<file path="config.mk">
export PLATFORM = sky130hd
export DESIGN_NAME = signed_decimal_formatter_core
export DESIGN_NICKNAME = d
export VERILOG_FILES = /design/src/design/sdf_pkg.sv /design/src/design/sdf_front.sv /design/src/design/sdf_queue.sv /design/src/design/sdf_back.sv /design/src/design/signed_decimal_formatter_core.sv
export SDC_FILE = /design/constraint.sdc
export NUM_CORES = 1
export LEC_CHECK = 0
export BUFFER_PORTS_ARGS = -buffer_cell sky130_fd_sc_hd__clkbuf_2
export CORE_ASPECT_RATIO = 0.8
export CORE_MARGIN = 4
export CORE_UTILIZATION = 60
export DETAILED_ROUTE_END_ITERATION = 10
export PLACE_DENSITY = 0.86
export SLEW_MARGIN = 20
export SYNTH_ARGS = -nofsm -noshare
export SYNTH_HDL_FRONTEND = slang
export SYNTH_SLANG_ARGS = --single-unit
</file>
<file path="constraint.sdc">
create_clock -name clk -period 9.9 [get_ports clk]
set_input_delay 0.99 -clock clk [delete_from_list [all_inputs] [get_ports clk]]
set_output_delay 0.99 -clock clk [all_outputs]
set_load 0.005 [all_outputs]
</file>
<file path="src/design/sdf_pkg.sv">
`default_nettype none
package sdf_pkg;

  localparam int unsigned VALUE_W = 64;
  localparam int unsigned DIGITS  = 19;
  localparam int unsigned BCD_W   = DIGITS * 4;
  localparam int unsigned POS_W   = $clog2(DIGITS);
  localparam int unsigned CAP_W   = 6;
  localparam int unsigned CHAR_W  = 8;
  localparam int unsigned STEP_W  = $clog2(VALUE_W);

  localparam logic [CAP_W-1:0]  CAP_RESET  = 6'd22;
  localparam logic [CHAR_W-1:0] CHAR_ZERO  = 8'h30;
  localparam logic [CHAR_W-1:0] CHAR_NINE  = 8'h39;
  localparam logic [CHAR_W-1:0] CHAR_MINUS = 8'h2D;
  localparam logic [STEP_W-1:0] STEP_LAST  = '1;

  typedef logic [DIGITS-1:0][3:0] bcd_t;

  typedef struct packed {
    logic             neg;
    logic [POS_W-1:0] top;
    bcd_t             digits;
  } entry_t;

endpackage
`default_nettype wire

</file>
<file path="src/design/sdf_front.sv">
`default_nettype none
module sdf_front (
  input  wire                          clk,
  input  wire                          rst_n,
  input  wire                          in_tvalid,
  output logic                         in_tready,
  input  wire  [sdf_pkg::VALUE_W-1:0]  in_tdata,
  output logic                         push_valid,
  input  wire                          push_ready,
  output sdf_pkg::entry_t              push_data
);
  import sdf_pkg::*;

  typedef enum logic [1:0] {
    F_IDLE,
    F_CONV,
    F_PUSH
  } fstate_t;

  fstate_t             state_r;
  logic [VALUE_W-1:0]  mag_r;
  logic                neg_r;
  logic [BCD_W-1:0]    bcd_r;
  logic [STEP_W-1:0]   step_r;

  logic [BCD_W-1:0]    adj;
  logic [BCD_W-1:0]    bcd_nxt;
  logic [POS_W-1:0]    top;

  // shift-add-3 step
  always_comb begin
    for (int i = 0; i < DIGITS; i++) begin
      if (bcd_r[i*4 +: 4] >= 4'd5) begin
        adj[i*4 +: 4] = bcd_r[i*4 +: 4] + 4'd3;
      end else begin
        adj[i*4 +: 4] = bcd_r[i*4 +: 4];
      end
    end
    bcd_nxt = {adj[BCD_W-2:0], mag_r[VALUE_W-1]};
  end

  // highest nonzero digit
  always_comb begin
    top = '0;
    for (int i = 0; i < DIGITS; i++) begin
      if (bcd_r[i*4 +: 4] != 4'd0) begin
        top = POS_W'(i);
      end
    end
  end

  assign in_tready        = (state_r == F_IDLE);
  assign push_valid       = (state_r == F_PUSH);
  assign push_data.neg    = neg_r;
  assign push_data.top    = top;
  assign push_data.digits = bcd_t'(bcd_r);

  always_ff @(posedge clk) begin
    if (!rst_n) begin
      state_r <= F_IDLE;
      step_r  <= '0;
    end else begin
      case (state_r)
        F_IDLE: begin
          if (in_tvalid) begin
            neg_r   <= in_tdata[VALUE_W-1];
            mag_r   <= in_tdata[VALUE_W-1] ? (~in_tdata + VALUE_W'(1)) : in_tdata;
            bcd_r   <= '0;
            step_r  <= STEP_LAST;
            state_r <= F_CONV;
          end
        end
        F_CONV: begin
          bcd_r  <= bcd_nxt;
          mag_r  <= {mag_r[VALUE_W-2:0], 1'b0};
          step_r <= step_r - STEP_W'(1);
          if (step_r == '0) begin
            state_r <= F_PUSH;
          end
        end
        F_PUSH: begin
          if (push_ready) begin
            state_r <= F_IDLE;
          end
        end
        default: begin
          state_r <= F_IDLE;
        end
      endcase
    end
  end

  a_conv_start: assert property (@(posedge clk) disable iff (!rst_n)
    in_tvalid && in_tready |=> state_r == F_CONV && step_r == STEP_LAST)
    else $error("conversion did not start after request");

endmodule
`default_nettype wire

</file>
<file path="src/design/sdf_queue.sv">
`default_nettype none
module sdf_queue (
  input  wire              clk,
  input  wire              rst_n,
  input  wire              push_valid,
  output logic             push_ready,
  input  sdf_pkg::entry_t  push_data,
  output logic             pop_valid,
  input  wire              pop_ready,
  output sdf_pkg::entry_t  pop_data
);
  import sdf_pkg::*;

  entry_t      mem_r [2];
  logic        wr_ptr_r;
  logic        rd_ptr_r;
  logic [1:0]  count_r;
  logic        do_push;
  logic        do_pop;

  assign push_ready = (count_r != 2'd2);
  assign pop_valid  = (count_r != 2'd0);
  assign pop_data   = mem_r[rd_ptr_r];
  assign do_push    = push_valid && push_ready;
  assign do_pop     = pop_valid && pop_ready;

  always_ff @(posedge clk) begin
    if (do_push) begin
      mem_r[wr_ptr_r] <= push_data;
    end
  end

  always_ff @(posedge clk) begin
    if (!rst_n) begin
      wr_ptr_r <= 1'b0;
      rd_ptr_r <= 1'b0;
      count_r  <= 2'd0;
    end else begin
      if (do_push) begin
        wr_ptr_r <= ~wr_ptr_r;
      end
      if (do_pop) begin
        rd_ptr_r <= ~rd_ptr_r;
      end
      if (do_push && !do_pop) begin
        count_r <= count_r + 2'd1;
      end else if (do_pop && !do_push) begin
        count_r <= count_r - 2'd1;
      end
    end
  end

endmodule
`default_nettype wire

</file>
<file path="src/design/sdf_back.sv">
`default_nettype none
module sdf_back (
  input  wire                         clk,
  input  wire                         rst_n,
  input  wire                         cfg_we,
  input  wire  [sdf_pkg::CAP_W-1:0]   cfg_wdata,
  input  wire                         pop_valid,
  output logic                        pop_ready,
  input  sdf_pkg::entry_t             pop_data,
  output logic                        out_tvalid,
  input  wire                         out_tready,
  output logic [sdf_pkg::CHAR_W-1:0]  out_tdata,
  output logic                        out_tuser,
  output logic                        out_tlast
);
  import sdf_pkg::*;

  logic [CAP_W-1:0]   cap_r;
  logic               cur_v_r;
  logic               cur_empty_r;
  logic               cur_neg_r;
  logic [POS_W-1:0]   cur_pos_r;
  bcd_t               cur_dig_r;
  logic               out_v_r;
  logic [CHAR_W-1:0]  out_char_r;
  logic               out_empty_r;
  logic               out_last_r;

  logic [CAP_W-1:0]   total;
  logic               no_fit;
  logic               adv;
  logic [CHAR_W-1:0]  gen_char;
  logic               gen_last;

  assign total  = CAP_W'(pop_data.top) + CAP_W'(1) + CAP_W'(pop_data.neg);
  assign no_fit = (total >= cap_r);
  assign pop_ready = !cur_v_r;
  assign adv    = cur_v_r && (!out_v_r || out_tready);

  always_comb begin
    if (cur_empty_r) begin
      gen_char = '0;
      gen_last = 1'b1;
    end else if (cur_neg_r) begin
      gen_char = CHAR_MINUS;
      gen_last = 1'b0;
    end else begin
      gen_char = CHAR_ZERO + CHAR_W'(cur_dig_r[cur_pos_r]);
      gen_last = (cur_pos_r == '0);
    end
  end

  always_ff @(posedge clk) begin
    if (!rst_n) begin
      cap_r <= CAP_RESET;
    end else if (cfg_we) begin
      cap_r <= cfg_wdata;
    end
  end

  always_ff @(posedge clk) begin
    if (!rst_n) begin
      cur_v_r <= 1'b0;
      out_v_r <= 1'b0;
    end else begin
      if (!cur_v_r && pop_valid) begin
        cur_v_r     <= 1'b1;
        cur_empty_r <= no_fit;
        cur_neg_r   <= pop_data.neg;
        cur_pos_r   <= pop_data.top;
        cur_dig_r   <= pop_data.digits;
      end else if (adv) begin
        if (cur_empty_r) begin
          cur_v_r <= 1'b0;
        end else if (cur_neg_r) begin
          cur_neg_r <= 1'b0;
        end else if (cur_pos_r == '0) begin
          cur_v_r <= 1'b0;
        end else begin
          cur_pos_r <= cur_pos_r - POS_W'(1);
        end
      end
      if (adv) begin
        out_v_r     <= 1'b1;
        out_char_r  <= gen_char;
        out_empty_r <= cur_empty_r;
        out_last_r  <= gen_last;
      end else if (out_tready) begin
        out_v_r <= 1'b0;
      end
    end
  end

  assign out_tvalid = out_v_r;
  assign out_tdata  = out_char_r;
  assign out_tuser  = out_empty_r;
  assign out_tlast  = out_last_r;

  a_empty_form: assert property (@(posedge clk) disable iff (!rst_n)
    out_v_r && out_empty_r |-> out_last_r && out_char_r == '0)
    else $error("empty result malformed");

  a_char_set: assert property (@(posedge clk) disable iff (!rst_n)
    out_v_r && !out_empty_r |->
      out_char_r == CHAR_MINUS || (out_char_r >= CHAR_ZERO && out_char_r <= CHAR_NINE))
    else $error("character outside sign and digits");

  a_sign_not_last: assert property (@(posedge clk) disable iff (!rst_n)
    out_v_r && !out_empty_r && out_char_r == CHAR_MINUS |-> !out_last_r)
    else $error("sign marked as last");

endmodule
`default_nettype wire

</file>
<file path="src/design/signed_decimal_formatter_core.sv">
`default_nettype none
// from request to first character: 64 shift-add-3 steps, queue push and back-end load,
// then one character per cycle while out_tready is high
// the front end takes no new value until its 64-step bit-serial bcd converter has
// pushed the last one; the two-entry queue lets the front convert while the back emits
// reset: synchronous active-low rst_n empties pipeline and queue, capacity returns to 22
module signed_decimal_formatter_core (
  input  wire                         clk,
  input  wire                         rst_n,
  input  wire                         cfg_we,
  input  wire  [sdf_pkg::CAP_W-1:0]   cfg_wdata,   // buffer_capacity
  input  wire                         in_tvalid,
  output logic                        in_tready,
  input  wire  [sdf_pkg::VALUE_W-1:0] in_tdata,    // value
  output logic                        out_tvalid,
  input  wire                         out_tready,
  output logic [sdf_pkg::CHAR_W-1:0]  out_tdata,   // character
  output logic                        out_tuser,   // empty_res
  output logic                        out_tlast
);
  import sdf_pkg::*;

  logic   push_valid;
  logic   push_ready;
  entry_t push_data;
  logic   pop_valid;
  logic   pop_ready;
  entry_t pop_data;

  sdf_front u_front (
    .clk        (clk),
    .rst_n      (rst_n),
    .in_tvalid  (in_tvalid),
    .in_tready  (in_tready),
    .in_tdata   (in_tdata),
    .push_valid (push_valid),
    .push_ready (push_ready),
    .push_data  (push_data)
  );

  sdf_queue u_queue (
    .clk        (clk),
    .rst_n      (rst_n),
    .push_valid (push_valid),
    .push_ready (push_ready),
    .push_data  (push_data),
    .pop_valid  (pop_valid),
    .pop_ready  (pop_ready),
    .pop_data   (pop_data)
  );

  sdf_back u_back (
    .clk        (clk),
    .rst_n      (rst_n),
    .cfg_we     (cfg_we),
    .cfg_wdata  (cfg_wdata),
    .pop_valid  (pop_valid),
    .pop_ready  (pop_ready),
    .pop_data   (pop_data),
    .out_tvalid (out_tvalid),
    .out_tready (out_tready),
    .out_tdata  (out_tdata),
    .out_tuser  (out_tuser),
    .out_tlast  (out_tlast)
  );

endmodule
`default_nettype wire

</file>
==> summary by stage, run 1 <==
Yosys
Ranked by total cell area, the synthesized netlist is headed by sky130_fd_sc_hd__edfxtp_1, sky130_fd_sc_hd__mux2_2, sky130_fd_sc_hd__xor2_1. The number of standard cells after synthesis is 1453. A synthesized cell averages roughly 13 µm². The share of the synthesized area in the top cell type is 0.621. The biggest area consumer among synthesized cells is sky130_fd_sc_hd__edfxtp_1.

The number of flip-flops and latches in the synthesized netlist is ~420. The share of the Yosys chip area taken by registers is 0.643. Yosys printed 0 warnings. Counting flops with a built-in enable in the synthesized netlist gives approximately 400. The share of flip-flops with an asynchronous set or reset is 0. The combined area of all synthesized cells is 19100 µm².

The most frequently used flop master after synthesis is sky130_fd_sc_hd__edfxtp_1. The netlist uses 54 different library cells.

STA
Adding up every negative setup slack in the final design gives 0 ns. Setup repair after global routing left no endpoint under its margin. Hold is met by between 0.4 and 0.5 ns. The worst clock skew is roughly 0.026 ns. The maximum clock frequency is between 0.2 and 0.3 GHz.

The total of endpoints with negative setup slack in the final report is 0. The part of the cycle the worst path needs is 0.378. The post-layout minimum cycle time is 3.75 ns. The pin slew with the least headroom to its limit is approximately 1.1 ns.

The worst pin sits at a relative slew slack of 0.270. The final number of max-transition violations is 0. The hold violation count in the final report is 0.

Hold path
Along the worst hold path, the cell count comes to 0. The path class of the tightest hold or removal check is flop to flop. The terminating pin of the worst hold path is u_queue.mem_r[1][81]$_DFFE_PP_.

The worst hold path begins at u_front.neg_r$_DFFE_PP_.

Global routing
The largest net degree at the start of global routing is 93. The wire length of the first global-routing pass is ~63 mm. The number of antenna violations at the first check in global routing came to 0. The number of global-route vias before repair is between 10000 and 15000.

The total global routing overflow is 0. In the global route stage, overall resource usage came out at 0.223.

Clock tree
The tree built by TritonCTS fans out to roughly 420 sinks. The buffer type at the clock tree root is sky130_fd_sc_hd__clkbuf_16. The level count of the clock H-tree is 2. The number of hold buffers added after cts is 0. The number of instances resized during post-cts repair is 0. The clock passes through at most 3 buffers. TritonCTS built the clock tree.

In this run the post-CTS setup repair buffer count came out at 0. Counting the buffers created by CTS gives about 40. The clock insertion delay at the later pin of the skew report is 0.55 ns. After clock tree synthesis, the clock-pin slew on the worst setup and hold paths is 0.07 ns.

Place
The number of placed cells counting well taps is 1913. The detailed-placement wirelength estimate is approximately 25 mm. The congestion estimate from routability-driven global placement came to roughly 0.9. Port buffering added 84 buffers.

Worst setup path
The maximum fanout along the worst path is 15. STA classifies the critical path endpoint as a flop. At the worst endpoint, the required time is between 10 and 15 ns. Data arrives at the worst endpoint at 4.02 ns.

In this run the critical register-to-register path is launched from u_front.state_r[0]$_SDFFE_PN0P_. The worst register-to-register path ends at u_front.bcd_r[54]$_SDFFCE_PN0P_. Measured in cells, the most critical reg-to-reg path has a length of 6.

Across all register-to-register paths, the minimum setup slack is 6.24 ns. The class of the most critical setup path is input port to flop. The kind of start point of the critical path is an input port.

Routing
The count of nets left with antenna violations once routing finished came out at 0. The residual DRC count is 0. After the first detailed-routing iteration, the DRC count stood at approximately 1100. The via count is between 10000 and 15000. Dividing the detail-routed via count by the number of cells gives around 6.0.

The per-cell routed wire length is roughly 20 µm. The total iterations of the first detailed-routing run is 5. Wires add up to just under 40 mm.

Power
Internal power comes to around 3.3 mW. In this run the power density over the cells is ~210 nW/µm². The post-layout total power is approximately 4.5 mW. The share of total power dissipated in combinational logic is 0.158. The clock power share is 0.334. The net switching power figure is around 1.2 mW. The sequential group share of total power is 0.507.

The peak supply drop is ~0.12 mV. Of the total power, the share spent switching nets is 0.265. The analysis attributes to cell leakage a power of around 7.4 nW.

Layout
For this run, the number of standard cells in the final layout without fillers is around 2000. The share of the core filled with cells is 0.677. In the layout the commonest cells are sky130_fd_sc_hd__edfxtp_1, sky130_fd_sc_hd__nor2_1, sky130_fd_sc_hd__nand2_1. The area growth from synthesis to layout is 11.1%.

The net count of the finished layout is between 1500 and 2000. Of the cells placed in the final design, the portion with a size suffix greater than 1 is 0.179. The leading cell type in the layout, fill and taps excluded is sky130_fd_sc_hd__edfxtp_1. The number of antenna cells inserted is 0.

Floorplanning
The total area inside the core boundary comes to roughly 31000 µm². The die footprint is about 35000 µm². The die width is roughly 210 µm. The floorplan has 58 rows. Measured along the y axis, the die boundary spans around 170 µm. The number of I/O pins is 87. The starting density of the core is 0.609.

Run status
The flow ran to the end, and the final reports show no timing, DRC or antenna violations.

Job
Max-cap violations in this run came to 0.
-- power groups by stage --
| stage | combinational (mW) | sequential [mW] | clock, mW |
|---|---|---|---|
| final | 0.710 | 2.28 | 1.50 |
| after global routing | 0.782 | 2.29 | 1.60 |
| after floorplan | 0.521 | 2.27 | 0 |
| after global placement | 0.665 | 2.30 | 0 |
| after CTS | 0.708 | 2.27 | 1.52 |
| after detailed placement | 0.697 | 2.31 | 0 |
-- per-stage QoR --
step | worst slack, ns | cell area (µm²)
after floorplan | 2.06 | 19200
final | 6.15 | 21300
after detailed placement | 5.65 | 20000
after CTS | 6.18 | 21300
after global routing | 5.94 | 21300
after global placement | 5.80 | 20000
-- logic make-up (layout without fill, tap and decap cells) --
logic type      Yosys count  in the layout  share of synthesized area
simple gates            409            409                      0.102
other cells               1              2                   0.000196
xor+xnor                106            106                     0.0485
flops                   417            417                      0.643
fa+ha+maj                53             53                     0.0346
compound gates          243            243                     0.0746
mux                     113            113                     0.0750
buf+inv                 111            222                     0.0223
-- registers in the layout, summed over array words and instances (netlist names), named ones only --
register	count
u_front.bcd_r	76
u_back.out_tdata	6
u_back.cur_pos_r	5
u_front.neg_r	1
u_back.cur_dig_r	76
u_front.state_r	2
u_queue.mem_r	164
u_queue.count_r	2
u_back.cur_neg_r	1
u_back.cap_r	6
u_back.out_tvalid	1
u_back.out_tlast	1
u_front.mag_r	64
u_front.step_r	6
u_back.out_tuser	1
u_queue.wr_ptr_r	1
u_queue.rd_ptr_r	1
u_back.cur_empty_r	1
u_back.cur_v_r	1
-- synth_stat cells (8+ instances only) --
cell,number
sky130_fd_sc_hd__clkbuf_1,42
sky130_fd_sc_hd__nor3b_1,19
sky130_fd_sc_hd__mux2_2,84
sky130_fd_sc_hd__or3_1,11
sky130_fd_sc_hd__dfxtp_1,21
sky130_fd_sc_hd__ha_1,53
sky130_fd_sc_hd__edfxtp_1,396
sky130_fd_sc_hd__inv_1,54
sky130_fd_sc_hd__nand3_1,8
sky130_fd_sc_hd__o41ai_1,13
sky130_fd_sc_hd__nor2b_1,9
sky130_fd_sc_hd__xor2_1,81
sky130_fd_sc_hd__nor2_1,132
sky130_fd_sc_hd__mux4_2,16
sky130_fd_sc_hd__nand2_1,127
sky130_fd_sc_hd__o31ai_1,20
sky130_fd_sc_hd__a21oi_1,92
sky130_fd_sc_hd__nand2b_1,28
sky130_fd_sc_hd__nor3_1,29
sky130_fd_sc_hd__o21ai_0,86
sky130_fd_sc_hd__xnor2_1,25
sky130_fd_sc_hd__buf_1,10
sky130_fd_sc_hd__mux2i_1,13
-- critical path, stage by stage --
cell and delay [ns]:
sky130_fd_sc_hd__clkbuf_2 0.10, sky130_fd_sc_hd__or4_1 0.64, sky130_fd_sc_hd__nor4_2 0.61, sky130_fd_sc_hd__nand3_1 0.73, sky130_fd_sc_hd__o41ai_1 0.66, sky130_fd_sc_hd__xor2_1 0.19, sky130_fd_sc_hd__a21oi_1 0.08
-- cell type report --
cell class	count	area, µm²
tap	420	526
timing repair buffer	95	503
multi-input combinational	926	6450
inverter	55	206
clock inverter	26	191
sequential	417	12300
clock buffer	46	1090
fill	2112	10100
-- worst max path at each step --
stage / startpoint / to / slack [ns] / cells past startpoint
floorplan: in_tvalid / u_front.bcd_r[0]$_SDFFCE_PN0P_ / 2.06 / 4
global placement: in_tdata[18] / u_front.mag_r[53]$_DFFE_PP_ / 5.80 / 7
detailed placement: in_tdata[18] / u_front.mag_r[51]$_DFFE_PP_ / 5.65 / 7
CTS: u_front.state_r[0]$_SDFFE_PN0P_ / u_front.bcd_r[58]$_SDFFCE_PN0P_ / 6.18 / 6
global route: in_tdata[18] / u_front.mag_r[51]$_DFFE_PP_ / 5.94 / 7
finish: in_tdata[18] / u_front.mag_r[57]$_DFFE_PP_ / 6.15 / 7
-- layer usage --
metal  routed length [µm]  share of wire  up-vias  track usage
met1                16700           0.43     5812        0.311
met4                  765          0.020        0       0.0588
met3                 2600          0.066       71       0.0391
met5                    0              0        -            0
met2                19100           0.49      426        0.371
li1                     -              -     5516            -
Note: power is estimated with default switching activity, not from simulation.
==> run 2, diff against run 1 <==
- ABC_AREA: unset -> 1
- CORE_UTILIZATION: 60 -> 56
- PLACE_DENSITY: 0.86 -> 0.84
- clock period: 9.9 -> 3.3 ns (I/O delays scaled with it)
==> run 2 against run 1 <==
Clock power rose to 3.0 times the previous value. Largest cell class unchanged. Critical path type is now flop to flop. Largest power group unchanged. Register-to-register slack worse by 5.8 ns. Clock-buffer cell count is 10 higher. Routed wire length up 11%. Synthesized cell count grew 23%. Final cell count up 20%. Flip-flop and latch count is the same. Worst hold slack got worse by 0.46 ns.
==> summary by stage, run 2 <==
Yosys
The post-synthesis average cell area is 11.1 µm² (-16%). The number of standard cells after synthesis is 1788 (+23%). The count of cell types in the netlist is 59 (+9.3%). The share of flip-flops with an asynchronous set or reset is 0 (unchanged). The share of the synthesized area in the top cell type is 0.600 (-0.0211).

The combined area of all synthesized cells is 19800 µm² (+3.5%). Ranked by instance count, the synthesized netlist is headed by sky130_fd_sc_hd__edfxtp_1, sky130_fd_sc_hd__nand2_1, sky130_fd_sc_hd__nor2_1, sky130_fd_sc_hd__inv_1, sky130_fd_sc_hd__o21ai_0. In the post-synthesis netlist, the biggest area contributors are sky130_fd_sc_hd__edfxtp_1, sky130_fd_sc_hd__mux2_2, sky130_fd_sc_hd__nand2_1. Summed over all instances, the cell type with the most area after synthesis is sky130_fd_sc_hd__edfxtp_1. The dominant cell by count in the synthesized netlist is sky130_fd_sc_hd__edfxtp_1. The number of enable flip-flop cells after synthesis came to 396 (unchanged). The number of warnings issued by yosys is 0 (unchanged).

The most frequently used flop master after synthesis is sky130_fd_sc_hd__edfxtp_1. The number of flip-flops and latches in the synthesized netlist was 417 (unchanged). The share of the yosys chip area belonging to registers is 0.621 (-0.0218).

Power
The total power density per cell area is 626 nW/µm² (+200%). The peak supply drop came to 0.390 mV (+230%). The post-layout total power is 13.9 mW (+210%). The leakage power figure is 8.19 nW (+10%).

Worst setup path
The critical path's slowest cell is sky130_fd_sc_hd__dfxtp_4. The kind of start point of the critical path is a flop. The critical path's largest stage delay came to 0.45 ns (-0.28 ns). The worst path buffer plus inverter count is 2 (+1). The arrival time at the worst endpoint is 3.12 ns (-0.90 ns). The critical path's top delay family is compound AO/OA/AOI/OAI gates. The most prevalent standard cell on the critical path is sky130_fd_sc_hd__o21a_1. The data required time of the critical path came to 3.60 ns (-6.57 ns). The maximum fanout along the worst path is 25 (+10). The type of destination of the critical path is a flop. The critical path goes through buf_4 > nand2_1 > o21ai_0 > inv_1 > ha_1 > ha_1 > a21boi_0 > o21a_1 > o21a_1 > o21a_1 > o21ai_0 > nand2_1. By startpoint and endpoint, the worst setup path is classified as flop to flop.

Global routing
The aggregate global-route resource usage was 0.224 (+0.000888). The largest net degree at the start of global routing was 177 (+90%). The number of global-route vias before repair is 13400 (+12%).

The total global routing overflow came to 0 (unchanged). The number of antenna violations at the first check in global routing was 1 (+1). The wire length of the first global-routing pass was 69.1 mm (+9.8%).

Place
The number of I/O port buffers is 84 (unchanged). The pre-CTS setup slack is 0.483 ns (-5.17 ns). The last weighted congestion value of the routability-driven placer is 0.934 (+6.8%). The placement-stage cell area is 21000 µm² (+4.8%).

The detailed-placement wirelength estimate is 28.7 mm (+17%). The number of placed cells counting well taps came to 2310 (+21%).

STA
The post-layout minimum cycle time is 2.82 ns. The total of endpoints with negative setup slack in the final report was 0 (unchanged). The pin slew with the least headroom to its limit is 0.844 ns (-0.251 ns). The final number of max-transition violations came to 0 (unchanged). The relative slew slack is 0.436 (+0.166).

Setup repair after global routing left no endpoint under its margin. For this run, the top clock speed supported by timing is approximately 0.35 GHz. Dividing the final minimum period by the clock period gives 0.855. The worst clock skew was 0.0250 ns (-0.00101 ns). The hold violation count in the final report is 0 (unchanged).

The post-route worst setup slack came to 0.480 ns (-5.67 ns).

Routing
The post-detailed-routing wire length is 43.5 mm (+11%). The via count was 13700 (+16%). The residual DRC count came to 0 (unchanged). The number of nets with antenna violations after detailed routing is 0 (unchanged). The per-cell routed wire length is 18.2 µm (-7.7%). The total iterations of the first detailed-routing run was 8 (+3). The detail-routed via count per cell is 5.74 (-3.6%). The number of DRC violations after detailed-routing iteration 0 is 1334 (+22%).

Clock tree
The clock insertion delay at the later pin of the skew report is 0.55 ns (about the same). The number of buffers added for setup after CTS came to 0 (unchanged). The clock-pin slew reported for the worst setup and hold paths after clock tree synthesis came to 0.07 ns (about the same).

The total CTS buffers is 40 (-2.4%). The maximum root-to-sink buffer count is 3 (unchanged). The level count of the clock H-tree is 2 (unchanged). The buffer type at the clock tree root is sky130_fd_sc_hd__clkbuf_16.

The clock tree from TritonCTS is done. The CTS sink count is 417 (unchanged).

Floorplanning
The number of I/O pins came to 87 (unchanged). The die boundary height was 176 µm (+5.1%). The starting density of the core is 0.569 (-0.0399). The die width was 218 µm (+5.1%). The area of the core is 34800 µm² (+11%).

The die footprint is 38500 µm² (+10%). The row count was 61 (+5.2%).

Layout
The register bank with the most flops is u_queue.mem_r. The leading cell type in the layout, fill and taps excluded is sky130_fd_sc_hd__edfxtp_1. The share of the core filled with cells is 0.638 (-0.0391).

The number of flip-flops under the largest register name was 164 (unchanged). The net total in the final layout was 2009 (+21%). The final standard cell count with taps included and fillers excluded is 2382 (+20%). The finished layout cell area is 22200 µm² (+4.4%).

The largest registers in the layout are u_queue.mem_r x164, u_back.cur_dig_r x76, u_front.bcd_r x76. The library cells used most frequently in the layout, excluding fill and tap cells, are sky130_fd_sc_hd__edfxtp_1, sky130_fd_sc_hd__nand2_1, sky130_fd_sc_hd__nor2_1. The number of filler instances in the final layout is 2614 (+24%). The combined area of the multi-input logic cells was 6590 µm² (+2.2%). The storage element area was 12300 µm² (about the same). The area growth from synthesis to layout is 12.1%. The number of antenna cells inserted was 0 (unchanged).

The share of cells above drive strength 1 is 0.148 (-0.0313).

Hold path
The worst hold path begins at cfg_wdata[2]. The worst min-delay path class is input port to flop.

Job
The max-cap violation count was 0 (unchanged).

Run status
The flow ran to the end, and the final reports show no timing, DRC or antenna violations.
## run 2: cell types whose count changed in the layout (fill, tap and decap cells not counted), sizes merged, moves of 13 or more
cell,change
inv,+138
o41ai,-16
mux4,-16
nand2,+109
nand3,+39
xnor2,-13
nand4,+13
o22ai,+20
xor2,-39
nor3b,-18
nand2b,-28
nor2,+88
o21ai,+87
## run 2: metrics by stage
stage,TNS [ns],hold WS (ns)
detailed placement,0,0.440
finish,0,0.0177
global placement,0,0.425
CTS,0,0.0130
global route,0,0.0351
floorplan,-16.27,0.421
## run 2: power by group
part | switching, mW | internal, mW
clock network | 1.95 | 2.49
logic | 1.68 | 0.962
registers | 0.293 | 6.53
## run 2: per-layer routing
metal,part of all wire,vias to the layer above,GRT usage
met3,0.080,86,0.0413
met1,0.42,6550,0.305
met4,0.024,2,0.0598
met2,0.47,567,0.375
li1,-,6476,-
met5,0.00030,-,0
## run 2: tightest hold or removal path, delay by kind of cell
kind / cells / cell delay, ns
AO/OA/AOI/OAI: 2 / 0.11
buffers and inverters: 1 / 0.08
## run 2: area by class of cell
class	count	area share
Inverter	198	0.0335
Clock inverter	15	0.00513
Tap cell	472	0.0266
Multi-Input combinational cell	1117	0.297
Sequential cell	417	0.555
Clock buffer	56	0.0510
Timing Repair Buffer	107	0.0325
## run 2: logic make-up (layout without fill, tap and decap cells)
group	count (synthesis)	in the layout	synth area share
AOI/OAI and AO/OA	358	358	0.104
xor gates and xnor gates	54	54	0.0239
adders and majority gates	53	53	0.0335
buffers and inverters	255	376	0.0488
DFF	417	417	0.621
muxes	80	80	0.0453
other	1	2	0.000189
and+or+nand+nor	570	570	0.123
## run 2: what timing repair did
item | in CTS | in global routing
resized for setup | 0 | 0
endpoints found under the hold margin | 1 | 0
endpoints found under the setup margin | 0 | 0
hold buffers | 1 | 0
## run 2: final timing paths
path | endpoint | slack, ns | cells after the start
hold / removal | u_back.cap_r[2]$_SDFFE_PN1P_ | 0.02 | 3
hold reg to reg | u_queue.mem_r[1][81]$_DFFE_PP_ | 0.45 | 0
setup reg to reg | u_back.cur_empty_r$_DFFE_PP_ | 0.48 | 12
setup / recovery | u_back.cur_empty_r$_DFFE_PP_ | 0.48 | 12
